## config.mk

```make
export PLATFORM = sky130hd
export DESIGN_NAME = wam_acc_cell
export DESIGN_NICKNAME = d
export VERILOG_FILES = /design/src/sv/wam_pkg.sv /design/src/sv/wam_acc_cell.sv
export SDC_FILE = /design/constraint.sdc
export NUM_CORES = 1
export LEC_CHECK = 0
export ABC_AREA = 1
export ABC_CLOCK_PERIOD_IN_PS = 1000
export BUFFER_PORTS_ARGS = -buffer_cell sky130_fd_sc_hd__buf_2
export CAP_MARGIN = 20
export CORE_MARGIN = 10
export CORE_UTILIZATION = 50
export DETAILED_ROUTE_END_ITERATION = 10
export PLACE_DENSITY = 0.8
export SYNTH_ARGS = -nofsm -noshare
export SYNTH_HDL_FRONTEND = slang
export SYNTH_SLANG_ARGS = --single-unit
```

## constraint.sdc

```tcl
create_clock -name clk -period 1 [get_ports clk]
set_input_delay 0.2 -clock clk [delete_from_list [all_inputs] [get_ports clk]]
set_output_delay 0.2 -clock clk [all_outputs]
set_load 0.02 [all_outputs]
```

## src/sv/wam_pkg.sv

```systemverilog
// Shared widths, limits and types for the weighted average audio mixer.
package wam_pkg;

    localparam int TRACKS_DEF = 8;
    localparam int NUM_VOLS   = 8;
    localparam int SAMPLE_W   = 16;
    localparam int VOL_W      = 16;
    localparam int PROD_W     = VOL_W + SAMPLE_W + 1;
    localparam int QUO_W      = 17;
    localparam int ADDR_W     = 5;
    localparam int DATA_W     = 32;
    localparam int VIDX_W     = 3;

    localparam logic [QUO_W-1:0] POS_LIM = QUO_W'(32767);
    localparam logic [QUO_W-1:0] NEG_LIM = QUO_W'(32768);
    localparam logic [SAMPLE_W-1:0] MIX_MAX = 16'h7fff;
    localparam logic [SAMPLE_W-1:0] MIX_MIN = 16'h8000;
    localparam logic [VOL_W-1:0] VOL_RESET = 16'h0100;

    typedef struct packed {
        logic neg;
        logic zero;
    } wam_flags_t;

endpackage

```

## src/sv/wam_acc_cell.sv

```systemverilog
// Accumulate cell: adds one track's weighted sample and weight to the running sums when its mask bit is set.
module wam_acc_cell #(
    parameter int TRACKS = wam_pkg::TRACKS_DEF,
    parameter int IDX    = 0,
    parameter int SUM_W  = 36,
    parameter int VSUM_W = 20
) (
    input  logic                                        clk,
    input  logic                                        rst_n,
    input  logic                                        en,
    input  logic [wam_pkg::VOL_W-1:0]                   vol,
    input  logic                                        in_valid,
    input  logic [TRACKS-1:0]                           in_mask,
    input  logic [TRACKS-1:0][wam_pkg::SAMPLE_W-1:0]    in_samples,
    input  logic signed [SUM_W-1:0]                     in_sum,
    input  logic [VSUM_W-1:0]                           in_vsum,
    output logic                                        out_valid,
    output logic [TRACKS-1:0]                           out_mask,
    output logic [TRACKS-1:0][wam_pkg::SAMPLE_W-1:0]    out_samples,
    output logic signed [SUM_W-1:0]                     out_sum,
    output logic [VSUM_W-1:0]                           out_vsum
);

    logic signed [wam_pkg::PROD_W-1:0]               prod;
    logic signed [SUM_W-1:0]                         sum_next;
    logic [VSUM_W-1:0]                               vsum_next;
    logic                                            valid_reg;
    logic [TRACKS-1:0]                               mask_reg;
    logic [TRACKS-1:0][wam_pkg::SAMPLE_W-1:0]        samples_reg;
    logic signed [SUM_W-1:0]                         sum_reg;
    logic [VSUM_W-1:0]                               vsum_reg;

    assign prod = $signed({1'b0, vol}) * $signed(in_samples[IDX]);

    always_comb
    begin
        if (in_mask[IDX])
        begin
            sum_next  = in_sum + SUM_W'(prod);
            vsum_next = in_vsum + VSUM_W'(vol);
        end
        else
        begin
            sum_next  = in_sum;
            vsum_next = in_vsum;
        end
    end

    always_ff @(posedge clk or negedge rst_n)
    begin
        if (!rst_n)
        begin
            valid_reg <= 1'b0;
        end
        else if (en)
        begin
            valid_reg <= in_valid;
        end
    end

    always_ff @(posedge clk)
    begin
        if (en)
        begin
            mask_reg    <= in_mask;
            samples_reg <= in_samples;
            sum_reg     <= sum_next;
            vsum_reg    <= vsum_next;
        end
    end

    assign out_valid   = valid_reg;
    assign out_mask    = mask_reg;
    assign out_samples = samples_reg;
    assign out_sum     = sum_reg;
    assign out_vsum    = vsum_reg;

endmodule

```

# After elaboration in Yosys (flattened, before gate mapping)
# Index checks and enable logic that the tools add are counted.
# word_totals
elab_cells	17
register_bits	193
output_inout_bits	193
# classes
n_mul	1
n_mux	2
addsub	2
# op_table
op	n
$add 36x33->36	1
$mux 36	1
$mul 17x16->33	1
$add 20x16->20	1
$mux 20	1

# Depth between registers and ports, before layout
# logic_depth
ltp_word	3
ltp_mapped	29

# Least setup slack after synthesis
# Ideal clock, no wire load.
# synth_path
path_kind	input-to-reg
start	input in_samples[7] (netlist name)
end	register sum_reg[33], in the netlist out_sum[33], data pin
path_slack_ns	-4.252
n_path_buf	2
arrival_ns	4.999
required_ns	0.746
cell_stages	25
path_cell_list	clkbuf_1 > clkbuf_1 > nand2_1 > fa_1 > inv_1 > fa_1 > inv_1 > fa_1 > inv_1 > fa_1 > fa_1 > inv_1 > fa_1 > inv_1 > ha_1 > nand2_1 > inv_2 > nand2_1 > inv_1 > a21oi_2 > nand2_2 > nand2_1 > nand3_1 > nand3_1 > nand2_1
# synth_via
elab_chain_len	3
# synth_rtl
element	line_no	source
from (decl)	wam_acc_cell.sv:14	input logic [TRACKS-1:0][wam_pkg::SAMPLE_W-1:0] in_samples,
$mul 17x16->33	wam_acc_cell.sv:33	assign prod = $signed({1'b0, vol}) * $signed(in_samples[IDX]);
$add 36x33->36	wam_acc_cell.sv:39	sum_next = in_sum + SUM_W'(prod);
$mux 36	wam_acc_cell.sv:37	if (in_mask[IDX])
named net sum_next[33]	wam_acc_cell.sv:25	logic signed [SUM_W-1:0] sum_next;
to (signal assigned)	wam_acc_cell.sv:67	sum_reg <= sum_next;
to (decl)	wam_acc_cell.sv:30	logic signed [SUM_W-1:0] sum_reg;
# The timed path passes the listed nets, and every way through them passes these cells.
# A chain may end at the register's enable or synchronous reset.

# Final worst setup path
# layout_path
start	input in_samples[6] (netlist name)
end	register sum_reg[26], in the netlist out_sum[26], data pin
# The elaborated chain is that of the path after synthesis.

==> impl_metrics.ini <==
[outcome]
status = complete, but fails checks
violations = negative setup slack

[synthesis]
netlist_area_mm2 = 0.0184
ys_ff_latch = 193
synth_compound_area_frac = 0.0229
synth_top_family_by_area = adder cells
synthMuxAreaShare = 0.000611
synth.distinct_cells = 35
ys_seq_area_frac = 0.314
synthXorXnorAreaFrac = 0.0114
yosysWarnings = 0
synthCells = 2113
synthAdderAreaFrac = 0.344
syn_avg_cell_area_um2 = 8.73
syn-num-nets = 2695
yosys.area_share.simple = 0.174

[global_routing]
grt_pass1_vias = 18358
overflow = 0
grt_pass1_wl_mm = 107
grt_max_degree = 54
track_usage = 0.316
antenna_found_initial = 8

[clock_network]
clock_sinks = 193
clk-insertion-delay-late_ns = 0.48
h-tree-depth = 4
clk_path_buf_depth = 2
cts_root_buffer = clkbuf_16
clkTransAtPathRegs_ns = 0.10
cts_tree = done
numCtsBuffers = 17

[cells_and_area]
fillerInstances = 2104
drive_gt1_frac = 0.385
finalNetCount = 3421
most-common-layout-cells = inv_1 (497), nand2_1 (495), buf_6 (224), fa_1 (209), buf_4 (198)
syn2layout_area_growth_pct = 54.1
final_common_cell = inv_1
register_area_mm2 = 0.00579
multi_input_area_mm2 = 0.0122
utilization = 0.778

[die]
dieHeight_um = 212
start_util = 0.505
rows = 70
die_w_um = 212
ios = 405
core-area_mm2 = 0.0365
dieArea_mm2 = 0.0450

[worst_hold_path]
hold_class = input pin to flip-flop
hold_end = out_sum[27]$_DFFE_PP_
min-delay-start = in_sum[27]
min_path_cells = 3

[worst_setup_path]
r2r_end = out_valid$_DFFE_PN0P_
worstPathArrival_ns = 5.09
endpoint_kind = flip-flop
start_kind = input pin
ff2ff_setup_slack_ns = 0.08
reg2reg_depth = 2
r2r_start = out_valid$_DFFE_PN0P_
critPathRequiredTime_ns = 1.24
critical_path_class = input pin to flip-flop
path_max_fanout = 7

[route]
vias = 17750
routed_wl_mm = 77.0
drc = 0
drt-pass1-iter-count = 5
routed_via_density = 5.34
wl_per_cell_um = 23.2
drt_iter0_markers = 1769
drtAntennaViolNets = 0

[timing]
layout_min_cycle_time_ns = 4.84
worst_slack_ns = -3.84
setup_viol = 247
worst-slew-pin-transition_ns = 0.390
fmax_mhz = 206
drv_slew = 0
fin_crit_sh = 4.84
hold_viol_final = 0
rsz0062_at_grt = true
relSlewSlack = 0.740
holdWs_ns = 0.0371
fin_skew_ns = 0
finalSetupTns_ns = -174.74

[place]
portBuffers = 404
post-place-ws_ns = -4.59
gp_congestion = 0.955
hpwl_mm = 53.4

[run]
cap_violations = 0
-- critical path, cell delays in order --
cell	delay (ns)
bufbuf_16	0.26
nand2_1	0.09
inv_1	0.07
fa_1	0.52
inv_2	0.05
fa_2	0.37
fa_1	0.50
fa_1	0.57
inv_2	0.07
fa_1	0.51
inv_2	0.05
fa_1	0.49
inv_2	0.05
ha_4	0.31
nand2_4	0.08
buf_4	0.15
nor3_4	0.16
nand2_1	0.09
nand2_2	0.15
nand2_2	0.07
nand2_1	0.07
nand2_1	0.07
nand3_2	0.07
nand2_1	0.05
-- cell families after synthesis --
kind of cell	Yosys count
and+or+nand+nor	794
buffers and inverters	652
adders and majority gates	370
DFF	193
AOI/OAI and AO/OA	79
xor gates and xnor gates	24
muxes	1
-- timing repair --
action,4_1_cts,5_1_grt
hold buffers,125,0
resized for setup,586,276
setup buffers,34,23
hold endpoints to repair,124,0
endpoints found under the setup margin,247,247
pin swaps,121,102
cloned,3,0
-- cells in the mapped netlist (all sizes together) --
cell type  count  area, um^2
a21o           3        22.5
a21oi         37         193
buf            3        16.3
clkbuf        67         251
clkinv         1        3.75
dfrtp          1        25.0
edfxtp       192        5770
fa           228        4560
ha           142        1780
inv          581        2180
mux2           1        11.3
nand2        631        2390
nand3         58         310
nand3b        13        97.6
nand4          4        25.0
nor2          73         282
nor3           7        56.3
nor4           1        6.26
o21ai         36         184
o21bai         3        22.5
or2            7        43.8
xnor2         21         184
xor2           3        26.3
-- worst max-delay path by stage --
stage	to	start	slack (ns)	cells past startpoint
final	out_sum[26]$_DFFE_PP_	in_samples[6]	-3.84	24
after CTS	out_sum[28]$_DFFE_PP_	in_samples[15]	-3.78	24
after detailed placement	out_sum[28]$_DFFE_PP_	in_samples[15]	-4.59	23
after global placement	out_sum[28]$_DFFE_PP_	in_samples[10]	-4.48	21
after floorplan	out_sum[34]$_DFFE_PP_	in_samples[12]	-3.88	24
after global routing	out_sum[26]$_DFFE_PP_	in_samples[10]	-3.98	25
-- registers in the layout, summed over array words and instances (netlist names) --
name and count:
out_samples 128, out_mask 8, out_valid 1, out_vsum 20, out_sum 36
-- stage by stage --
step | cell area (um^2) | std cells
floorplan | 19600 | 2113
global placement | 23000 | 3108
detailed placement | 23000 | 3108
CTS | 27400 | 3299
global route | 28400 | 3326
finish | 28400 | 3327
-- per-layer routing --
metal  part of all wire  track usage  vias to the layer above
met2               0.51        0.549                     1156
li1                   -            -                     7710
met4              0.066        0.181                        2
met3              0.089       0.0643                      270
met5            0.00017            0                        -
met1               0.34        0.355                     8612
-- area by class of cell --
| type | count | area share |
|---|---|---|
| antenna | 7 | 0.000616 |
| clock buffer | 17 | 0.0150 |
| clock inverter | 15 | 0.00797 |
| inverter | 582 | 0.0776 |
| multi-input combinational | 1268 | 0.429 |
| sequential | 193 | 0.204 |
| tap | 468 | 0.0206 |
| timing repair buffer | 777 | 0.245 |
Power is not shown: default switching activity piles up to over one toggle a cycle in this logic, so the estimate is an artifact.
