==> src/sv/wam_pkg.sv <==
// Shared widths, limits and types for the weighted average audio mixer.
package wam_pkg;

    localparam int TRACKS_DEF = 8;
    localparam int NUM_VOLS   = 8;
    localparam int SAMPLE_W   = 16;
    localparam int VOL_W      = 16;
    localparam int PROD_W     = VOL_W + SAMPLE_W + 1;
    localparam int QUO_W      = 17;
    localparam int ADDR_W     = 5;
    localparam int DATA_W     = 32;
    localparam int VIDX_W     = 3;

    localparam logic [QUO_W-1:0] POS_LIM = QUO_W'(32767);
    localparam logic [QUO_W-1:0] NEG_LIM = QUO_W'(32768);
    localparam logic [SAMPLE_W-1:0] MIX_MAX = 16'h7fff;
    localparam logic [SAMPLE_W-1:0] MIX_MIN = 16'h8000;
    localparam logic [VOL_W-1:0] VOL_RESET = 16'h0100;

    typedef struct packed {
        logic neg;
        logic zero;
    } wam_flags_t;

endpackage

==> src/sv/wam_div_cell.sv <==
// Divider cell: settles one quotient bit of the restoring division.
module wam_div_cell #(
    parameter int CMP_W  = 37,
    parameter int VSUM_W = 20,
    parameter int QW     = wam_pkg::QUO_W,
    parameter int SHIFT  = 0
) (
    input  logic                    clk,
    input  logic                    rst_n,
    input  logic                    en,
    input  logic                    in_valid,
    input  logic [CMP_W-1:0]        in_rem,
    input  logic [VSUM_W-1:0]       in_div,
    input  logic [QW-1:0]           in_quo,
    input  wam_pkg::wam_flags_t     in_flags,
    output logic                    out_valid,
    output logic [CMP_W-1:0]        out_rem,
    output logic [VSUM_W-1:0]       out_div,
    output logic [QW-1:0]           out_quo,
    output wam_pkg::wam_flags_t     out_flags
);

    logic [CMP_W-1:0]       trial;
    logic                   take;
    logic [CMP_W-1:0]       rem_next;
    logic [QW-1:0]          quo_next;
    logic                   valid_reg;
    logic [CMP_W-1:0]       rem_reg;
    logic [VSUM_W-1:0]      div_reg;
    logic [QW-1:0]          quo_reg;
    wam_pkg::wam_flags_t    flags_reg;

    assign trial = CMP_W'(in_div) << SHIFT;
    assign take  = (in_rem >= trial);

    always_comb
    begin
        rem_next = in_rem;
        quo_next = in_quo;
        if (take)
        begin
            rem_next = in_rem - trial;
            quo_next = in_quo | (QW'(1) << SHIFT);
        end
    end

    always_ff @(posedge clk or negedge rst_n)
    begin
        if (!rst_n)
        begin
            valid_reg <= 1'b0;
        end
        else if (en)
        begin
            valid_reg <= in_valid;
        end
    end

    always_ff @(posedge clk)
    begin
        if (en)
        begin
            rem_reg   <= rem_next;
            div_reg   <= in_div;
            quo_reg   <= quo_next;
            flags_reg <= in_flags;
        end
    end

    assign out_valid = valid_reg;
    assign out_rem   = rem_reg;
    assign out_div   = div_reg;
    assign out_quo   = quo_reg;
    assign out_flags = flags_reg;

endmodule

==> config.mk <==
export PLATFORM = sky130hd
export DESIGN_NAME = wam_div_cell
export DESIGN_NICKNAME = d
export VERILOG_FILES = /design/src/sv/wam_pkg.sv /design/src/sv/wam_div_cell.sv
export SDC_FILE = /design/constraint.sdc
export NUM_CORES = 1
export LEC_CHECK = 0
export BUFFER_PORTS_ARGS = -buffer_cell sky130_fd_sc_hd__buf_4
export CAP_MARGIN = 10
export CORE_ASPECT_RATIO = 1.25
export CORE_MARGIN = 2
export CORE_UTILIZATION = 50
export CTS_BUF_LIST = sky130_fd_sc_hd__clkbuf_4 sky130_fd_sc_hd__clkbuf_8 sky130_fd_sc_hd__clkbuf_16
export DETAILED_ROUTE_END_ITERATION = 10
export GPL_TIMING_DRIVEN = 0
export PLACE_DENSITY_LB_ADDON = 0.2
export SLEW_MARGIN = 20
export SYNTH_ARGS = -nofsm -noshare
export SYNTH_HDL_FRONTEND = slang
export SYNTH_SLANG_ARGS = --single-unit
export TNS_END_PERCENT = 1
==> constraint.sdc <==
create_clock -name clk -period 1 [get_ports clk]
set_input_delay 0.15 -clock clk [delete_from_list [all_inputs] [get_ports clk]]
set_output_delay 0.15 -clock clk [all_outputs]
set_load 0.02 [all_outputs]
## Word-level counts from Yosys, hierarchy flattened

Index checks and enable logic that the tools add are counted.

| storage, ports and cells | value |
|---|---|
| register bits | 77 |
| bits in latches | 0 |
| bits in writable memories | 0 |
| bits in read-only memories | 0 |
| output and inout port bits | 77 |
| memories | 0 |

| operators by class | value |
|---|---|
| add/sub/neg operators | 1 |
| $mul | 0 |
| div/mod/pow operators | 0 |
| $lt $le $gt $ge | 1 |
| equal/unequal tests | 0 |
| shift-type cells | 0 |
| mux-type cells | 1 |
| bitwise logic cells | 0 |
| reduce and logical (&&, ||, !) cells | 0 |

Operators by type and width:

| kind | number |
|---|---|
| $ge 37x20->1 | 1 |
| $mux 37 | 1 |
| $sub 37x20->37 | 1 |

## Logic depth before layout (Yosys ltp)

Gate-level depths: netlist of the first run.

| depth | value |
|---|---|
| word-level depth | 2 |
| mapped depth | 12 |
| gate-level depth less buffers | 10 |

## Least setup slack after synthesis of the first run

OpenSTA, ideal clock, no wires.

| timing | value |
|---|---|
| path type | input-to-reg |
| from | in in_rem[0] |
| to | reg rem_reg[36], in the netlist out_rem[36], data pin |
| library setup time | 273 ps |
| arrival | 2455 ps |
| required time | 727 ps |
| path slack | -1727 ps |
| stages | 10 |
| buffers on the path | 0 |
| cell sequence | inv_1 ha_1 fa_1 nor2b_1 o31ai_1 a2111oi_2 o211ai_1 a2111oi_2 nor4b_1 xor2_1 |

| on the way | value |
|---|---|
| longest elaborated chain between the ends | 2 |
| elaborated cells on any way between the ends | 3 |
| those cells by class | add/sub: 1; order compare: 1; mux: 1 |

Ends and longest elaborated chain:

| what | line | source |
|---|---|---|
| from (decl) | wam_div_cell.sv:12 | `input logic [CMP_W-1:0] in_rem,` |
| $sub 37x20->37 or $ge 37x20->1 (tied branches) | wam_div_cell.sv:42, wam_div_cell.sv:34 |  |
| $mux 37 (*) | wam_div_cell.sv:40 | `if (take)` |
| net rem_next[36] | wam_div_cell.sv:25 | `logic [CMP_W-1:0] rem_next;` |
| to (signal assigned) | wam_div_cell.sv:63 | `rem_reg <= rem_next;` |
| to (decl) | wam_div_cell.sv:28 | `logic [CMP_W-1:0] rem_reg;` |

The timed path passes the listed nets; every way through them passes the cells marked *.
A chain may end at the register's enable or synchronous reset.

## Worst setup path after layout of the first run

| timing | value |
|---|---|
| from | in in_rem[0] |
| to | reg rem_reg[24], in the netlist out_rem[24], data pin |

Same word-level chain as after synthesis.

==> results of run 1 <==
[cell families (layout without fill, tap and decap cells)]
group | after synthesis | count (layout) | share of synthesized area (%)
AND/OR/NAND/NOR | 114 | 114 | 14.7
flip-flops | 77 | 77 | 55.4
multiplexers | 3 | 3 | 0.991
buffers and inverters | 35 | 251 | 3.84
XOR/XNOR | 30 | 30 | 6.31
adder cells (fa/ha/maj) | 21 | 21 | 6.49
AO/OA/AOI/OAI | 78 | 78 | 12.3
[flip-flops by register name (all words and copies together), names as in the netlist]
| register | cells |
|---|---|
| out_div | 20 |
| out_valid | 1 |
| out_flags | 2 |
| out_rem | 37 |
| out_quo | 17 |
[layout by cell type, fill, tap and decap left out, types with 3 or more instances in the layout]
master	instances
o21ai_0	11
nand2b_1	3
o31ai_1	4
nor2b_1	3
nand2_1	39
a21oi_1	13
nand4_1	5
nand3_1	9
a21o_1	5
buf_8	5
nor2_1	14
edfxtp_1	76
o21a_1	4
xnor2_1	18
xor2_1	12
buf_6	81
clkbuf_8	10
buf_4	84
dlygate4sd3_1	39
ha_1	17
inv_1	21
or3_1	3
nor3_2	3
nor3_1	12
o21ai_1	14
[worst paths after layout]
kind                       startpoint          end  slack (ps)
max in group asynchronous       rst_n    out_valid         830
max reg2reg                 out_valid    out_valid         220
min                          in_valid    out_valid          20
min reg2reg                 out_valid    out_valid         560
min in group asynchronous       rst_n    out_valid          90
max                         in_rem[0]  out_rem[24]       -1270
[where the power goes]
group / internal, uW / switching (uW) / total [uW]
logic: 1360 / 1360 / 2720
clock network: 1250 / 1190 / 2440
registers: 3950 / 160 / 4110
[worst max-delay path, cell delays in order]
cell and delay (ps):
buf_8 80, inv_4 30, ha_4 150, fa_2 370
nor2b_4 170, o31ai_4 90, a2111oi_4 340, o211ai_1 120
buf_4 170, a2111oi_4 300, buf_6 190, nor4_1 60
xor2_1 140
[layer usage]
metal | vias up | wire (um) | GRT usage [%]
li1 | 1751 | - | -
met1 | 1768 | 4460 | 29.8
met2 | 157 | 6530 | 48.5
met3 | 17 | 714 | 3.73
met4 | 0 | 222 | 8.62
met5 | - | 0 | 0
[timing repair]
item | in CTS | in global routing
hold buffers | 39 | 0
setup endpoints to repair | 116 | 115
buffers inserted | 6 | 3
gates resized for setup | 104 | 38
endpoints found under the hold margin | 39 | 0
pin swaps | 12 | 13
[per-stage QoR]
step | instance area (um^2) | power, uW
after floorplan | 4180 | 5310
after global routing | 6660 | 9620
after detailed placement | 5460 | 6320
final | 6660 | 9270
after CTS | 6520 | 9150
after global placement | 5460 | 6280
[cell type report]
type                       count  area, um^2
tap                           97         121
multi-input combinational    246        1910
timing repair buffer         202        1930
fill                         455        1490
clock buffer                  11         145
buffer                        11        98.8
sequential                    77        2310
clock inverter                 5        60.1
inverter                      22        85.1
==> metrics.txt, run 1 <==
r2r worst-path depth=1; MaxCap Viol Count=0; RSZ-0062 raised after global routing=yes; Place WS=-2120 ps; first-pass detailed-route iteration total=4; crit path capture type=flip-flop; final cell count without fillers=between 600 and 700; Synth area leader=edfxtp_1; Peak VDD IR=1170 uV; PD cells=roughly 1400 nW/um^2; WHS=~22 ps; initial core utilization=51.1%; failing checks=setup timing; Core Region=8150 um^2; GRT Util Overall=25.9%; Rel. slew slack=53.4%; syn nets=459; ant diodes=0; Inst Count DP=609; post-synthesis sequential area ratio=55.4%; initial antenna violation count=0; measured slew at the worst slew-check pin=about 700 ps; global-route wire length before repair=18200 um; ys flop type=edfxtp_1; post-layout util=81.8%; status=finished, violations left; Worst setup SP type=primary input; I/O pin total=157; Final ANT Viol Nets=0; top cell type's share of synthesized area=between 50% and 60%; Critical Path AT=2360 ps; EDFF count, synth=76; DR DRC count=0; Final min period=~2300 ps; Setup-failing EPs final=115; synthesis-to-finish area growth=59.9%; H-tree depth=3; largest net degree at the start of global routing=78; Worst EP required=1090 ps; CTS tree=built; CTS sink count=77; Core Rows=37; Commonest cells post-synth=edfxtp_1, nand2_1, inv_1; Final Skew=0 ps; Clock Pin Slew Worst Setup and Hold Paths=90 ps; #FFs+latches synth=77; Syn Area/Cell=11.6 um^2; Die ar.=9080 um^2; final worst slack=-1270 ps; drt wl/cell=around 18 um; Async SR Flop Fraction=about 1.3%; count leader, synth=edfxtp_1; Buffers on Ports=between 150 and 200; Final Net Count=670; initial drt markers=225; total gr overflow=0; TritonCTS Buffers=9; Root Driver=clkbuf_8; DP Wirelength=7690 um; vias in the first global route=3772; GPL Wtd Cong=0.866; Leak=0.00272 uW; fmax=440 MHz; top post-synthesis cells by area=edfxtp_1, ha_1, xnor2_1; Skew-Pair Late Insertion Delay=360 ps; mapped cell area=about 4200 um^2; Cells after Synth=358; Die Span X=about 86 um; Hold Path Class=primary input to flip-flop; Vias/cell=about 5.5; Synth warnings=0; share of layout cells above drive strength 1=roughly two fifths; Slew Viols, Final=0; Fin. Hold Viols=0; Die H=around 110 um; setup TNS=-49180 ps; hold depth=2; clock tree buffer depth=2; Tcrit/Tclk final=227%; drt total wl=11900 um; total number of vias=3693; largest fanout on the critical path=6; unique cell type count in the Yosys netlist=between 50 and 60; Setup CP Type=primary input to flip-flop
No activity file was read; power rests on OpenSTA's default activity.
==> run 2, diff against run 1 <==
RECOVER_POWER = 25   (was unset)
SKIP_CTS_REPAIR_TIMING = 1   (was unset)
==> metrics.txt, run 2 (synthesized netlist as in run 1, its figures left out) <==
status=finished, violations left; failing checks=setup timing; global-route wire length before repair=16000 um; Placed Area=roughly 5500 um^2; Core Region=8150 um^2; PD cells=1400 nW/um^2; Peak VDD IR=1430 uV; Inst Count DP=609; total power=about 9200 uW; largest fanout on the critical path=7; initial antenna violation count=0; crit-path max cell delay=around 400 ps; initial drt markers=213; Skew-Pair Late Insertion Delay=350 ps; post-layout util=approximately 80%; Hold Path Class=primary input to flip-flop; Root Driver=clkbuf_8; vias in the first global route=3345; Setup-failing EPs final=~120; Worst setup SP type=primary input; Die H=106 um; initial core utilization=51.1%; TritonCTS Buffers=9; GRT Util Overall=between 20% and 30%; cells along the critical path=buf_6 -> ha_4 -> fa_2 -> nor2b_4 -> o31ai_4 -> a2111oi_4 -> o211ai_1 -> buf_4 -> a2111oi_4 -> buf_6 -> nor4_4 -> xor2_1; MaxCap Viol Count=0; fmax=402 MHz; crit path capture type=flip-flop; max reg flops=37; most frequent cells in the layout=buf_6, buf_4, edfxtp_1, nand2_1, dlygate4sd3_1; Final ANT Viol Nets=0; Final min period=2490 ps; share of layout cells above drive strength 1=roughly 37%; Fin. Hold Viols=0; RSZ-0062 raised after global routing=yes; GPL Wtd Cong=0.866; drt wl/cell=17.6 um; first-pass detailed-route iteration total=4; CTS tree=built; final worst slack=-1490 ps; clock tree buffer depth=2; largest net degree at the start of global routing=78; Final Net Count=666; synthesis-to-finish area growth=56.6%; Slew Viols, Final=0; Critical Path AT=2580 ps; I/O pin total=around 160; H-tree depth=3; drt total wl=~12000 um; total number of vias=3623; Die ar.=9080 um^2; Worst EP required=between 1000 and 1500 ps; CTS sink count=77; final cell count without fillers=667; DR DRC count=0; Die Span X=85.6 um; Rel. slew slack=52.8%; DP Wirelength=7690 um; Place WS=-2120 ps; Final Skew=0 ps; Leak=0.00268 uW; Clock Pin Slew Worst Setup and Hold Paths=roughly 70 ps; total gr overflow=0; Setup CP Type=primary input to flip-flop; commonest non-fill, non-tap cell in the layout=buf_6; cell area after layout=about 6500 um^2; Buffers on Ports=154; Vias/cell=5.43; slowest cell on the critical path=a2111oi_4; Core Rows=37; Tcrit/Tclk final=249%; ant diodes=0; measured slew at the worst slew-check pin=708 ps
## run 2: path summary, 6_finish.rpt
check / cells past startpoint / start / endpoint / slack (ps)
max: 12 / in_div[0] / out_rem[32] / -1490
min in group asynchronous: 2 / rst_n / out_valid / 120
min: 2 / in_valid / out_valid / 50
max reg2reg: 1 / out_valid / out_valid / 220
max in group asynchronous: 2 / rst_n / out_valid / 790
min reg2reg: 1 / out_valid / out_valid / 560
## run 2: critical path, delay by kind of cell
kind / cells / cell delay [ps]
buf+inv: 3 / 470
fa+ha+maj: 2 / 550
simple gates: 2 / 220
xor+xnor: 1 / 180
compound gates: 4 / 1020
## run 2: area by class of cell
type                            count  area (um^2)
Sequential cell                    77         2310
Timing Repair Buffer              198         1880
Multi-Input combinational cell    246         1850
Fill cell                         474         1620
Clock buffer                       11          145
Tap cell                           97          121
Inverter                           22         85.1
Buffer                             11         70.1
Clock inverter                      5         60.1
## run 2: power breakdown
part           leakage (uW)  internal [uW]  switching [uW]
Clock              0.000103           1250            1170
Combinational       0.00182           1300            1320
Sequential         0.000756           3950             158
## run 2: through the flow
step / hold slack (ps) / TNS (ps)
floorplan: -146 / -50480
global placement: -74.8 / -91270
detailed placement: -69.3 / -94250
CTS: -450 / -60650
global route: 33.2 / -57910
finish: 51.9 / -51710
## run 2: per-layer routing
layer / track usage (%) / vias to the layer above / share of wire [%] / wire length [um]
li1: - / 1742 / - / -
met1: 26.8 / 1714 / 37 / 4360
met2: 39.8 / 154 / 54 / 6350
met3: 4.11 / 13 / 7.4 / 869
met4: 9.18 / 0 / 1.4 / 164
met5: 0 / - / 0 / 0
==> run 3, diff against run 2 <==
MAX_ROUTING_LAYER = met4   (was unset)
==> metrics.txt, run 3 (synthesized netlist as in run 1, its figures left out) <==
initial core utilization=51.1%; DR DRC count=0; Die H=106 um; Die ar.=9080 um^2; max reg flops=37; WHS=33.6 ps; fmax=397 MHz; Clock Pin Slew Worst Setup and Hold Paths=around 80 ps; I/O pin total=~160; Setup CP Type=primary input to flip-flop; TritonCTS Buffers=9; Final Skew=0 ps; MaxCap Viol Count=0; Worst EP required=1110 ps; measured slew at the worst slew-check pin=703 ps; Die Span X=85.6 um; GRT Util Overall=between 20% and 30%; ant diodes=0; final worst slack=-1520 ps; Setup-failing EPs final=115; setup TNS=-51680 ps; clock tree buffer depth=2; Peak VDD IR=1120 uV; post-layout util=between 80% and 90%; drt wl/cell=between 15 and 20 um; total number of vias=3717; vias in the first global route=3379; share of layout cells above drive strength 1=38.4%; Core Rows=37; synthesis-to-finish area growth=57.1%; largest net degree at the start of global routing=78; Hold Path Class=primary input to flip-flop; Slew Viols, Final=0; Final Net Count=667; Leak=roughly 0.0027 uW; final cell count without fillers=668; total gr overflow=0; Tcrit/Tclk final=252%; crit path capture type=flip-flop; RSZ-0062 raised after global routing=yes; initial antenna violation count=0; CTS tree=built; Worst setup SP type=primary input; Final ANT Viol Nets=0; largest fanout on the critical path=7; Root Driver=clkbuf_8; first-pass detailed-route iteration total=5; Vias/cell=5.56; Critical Path AT=2630 ps; Inst Count DP=slightly above 600; status=finished, violations left; DP Wirelength=7710 um; CTS sink count=77; Core Region=just over 8000 um^2; FILL cells=504; Fin. Hold Viols=0; commonest non-fill, non-tap cell in the layout=buf_4; initial drt markers=202; Final min period=2520 ps; Rel. slew slack=between 50 and 60%; failing checks=setup timing; PD cells=1400 nW/um^2; GPL Wtd Cong=about 0.89; Skew-Pair Late Insertion Delay=360 ps; Buffers on Ports=154; H-tree depth=3; most frequent cells in the layout=buf_4, buf_6, edfxtp_1, nand2_1, dlygate4sd3_1; drt total wl=12100 um; global-route wire length before repair=~16000 um; total power=9160 uW
[run 3: area by class of cell]
class,instances,area (um^2),area share [%]
Sequential cell,77,2310,35.3
Clock inverter,6,62.6,0.956
Tap cell,97,121,1.85
Inverter,22,85.1,1.30
Timing Repair Buffer,199,1880,28.7
Clock buffer,10,138,2.10
Multi-Input combinational cell,246,1870,28.5
Buffer,11,83.8,1.28
[run 3: layer usage]
metal  up-vias  GRT usage [%]  part of all wire, %
li1       1746              -                    -
met4         0           7.94                  2.0
met1      1808           27.9                   37
met2       148           39.4                   55
met5         -              -                    0
met3        15           5.12                  6.0
[run 3: final timing paths]
check | startpoint | endpoint | slack [ps] | cells after the start
max in group asynchronous | rst_n | out_valid | 750 | 2
hold reg to reg | out_valid | out_valid | 570 | 1
setup / recovery | in_div[0] | out_rem[32] | -1520 | 12
min in group asynchronous | rst_n | out_valid | 160 | 2
hold / removal | in_valid | out_valid | 30 | 2
setup reg to reg | out_valid | out_valid | 210 | 1
[run 3: metrics by stage]
step | instance area [um^2] | setup WS (ps)
floorplan | 4180 | -1570
global placement | 5460 | -2110
detailed placement | 5460 | -2120
CTS | 5660 | -1750
global route | 6550 | -1590
finish | 6550 | -1520
[run 3: where the power goes]
group	switching, uW	total, uW	internal [uW]
logic	1350	2660	1310
registers	151	4100	3950
clock network	1190	2410	1220
total	2690	9160	6480
[run 3: critical path, stage by stage]
cell and delay, ps:
buf_6 100, ha_4 160, fa_2 390, nor2b_4 190
o31ai_4 130, a2111oi_4 410, o211ai_1 150, buf_4 170
a2111oi_4 350, buf_6 200, nor4_4 60, xor2_1 170
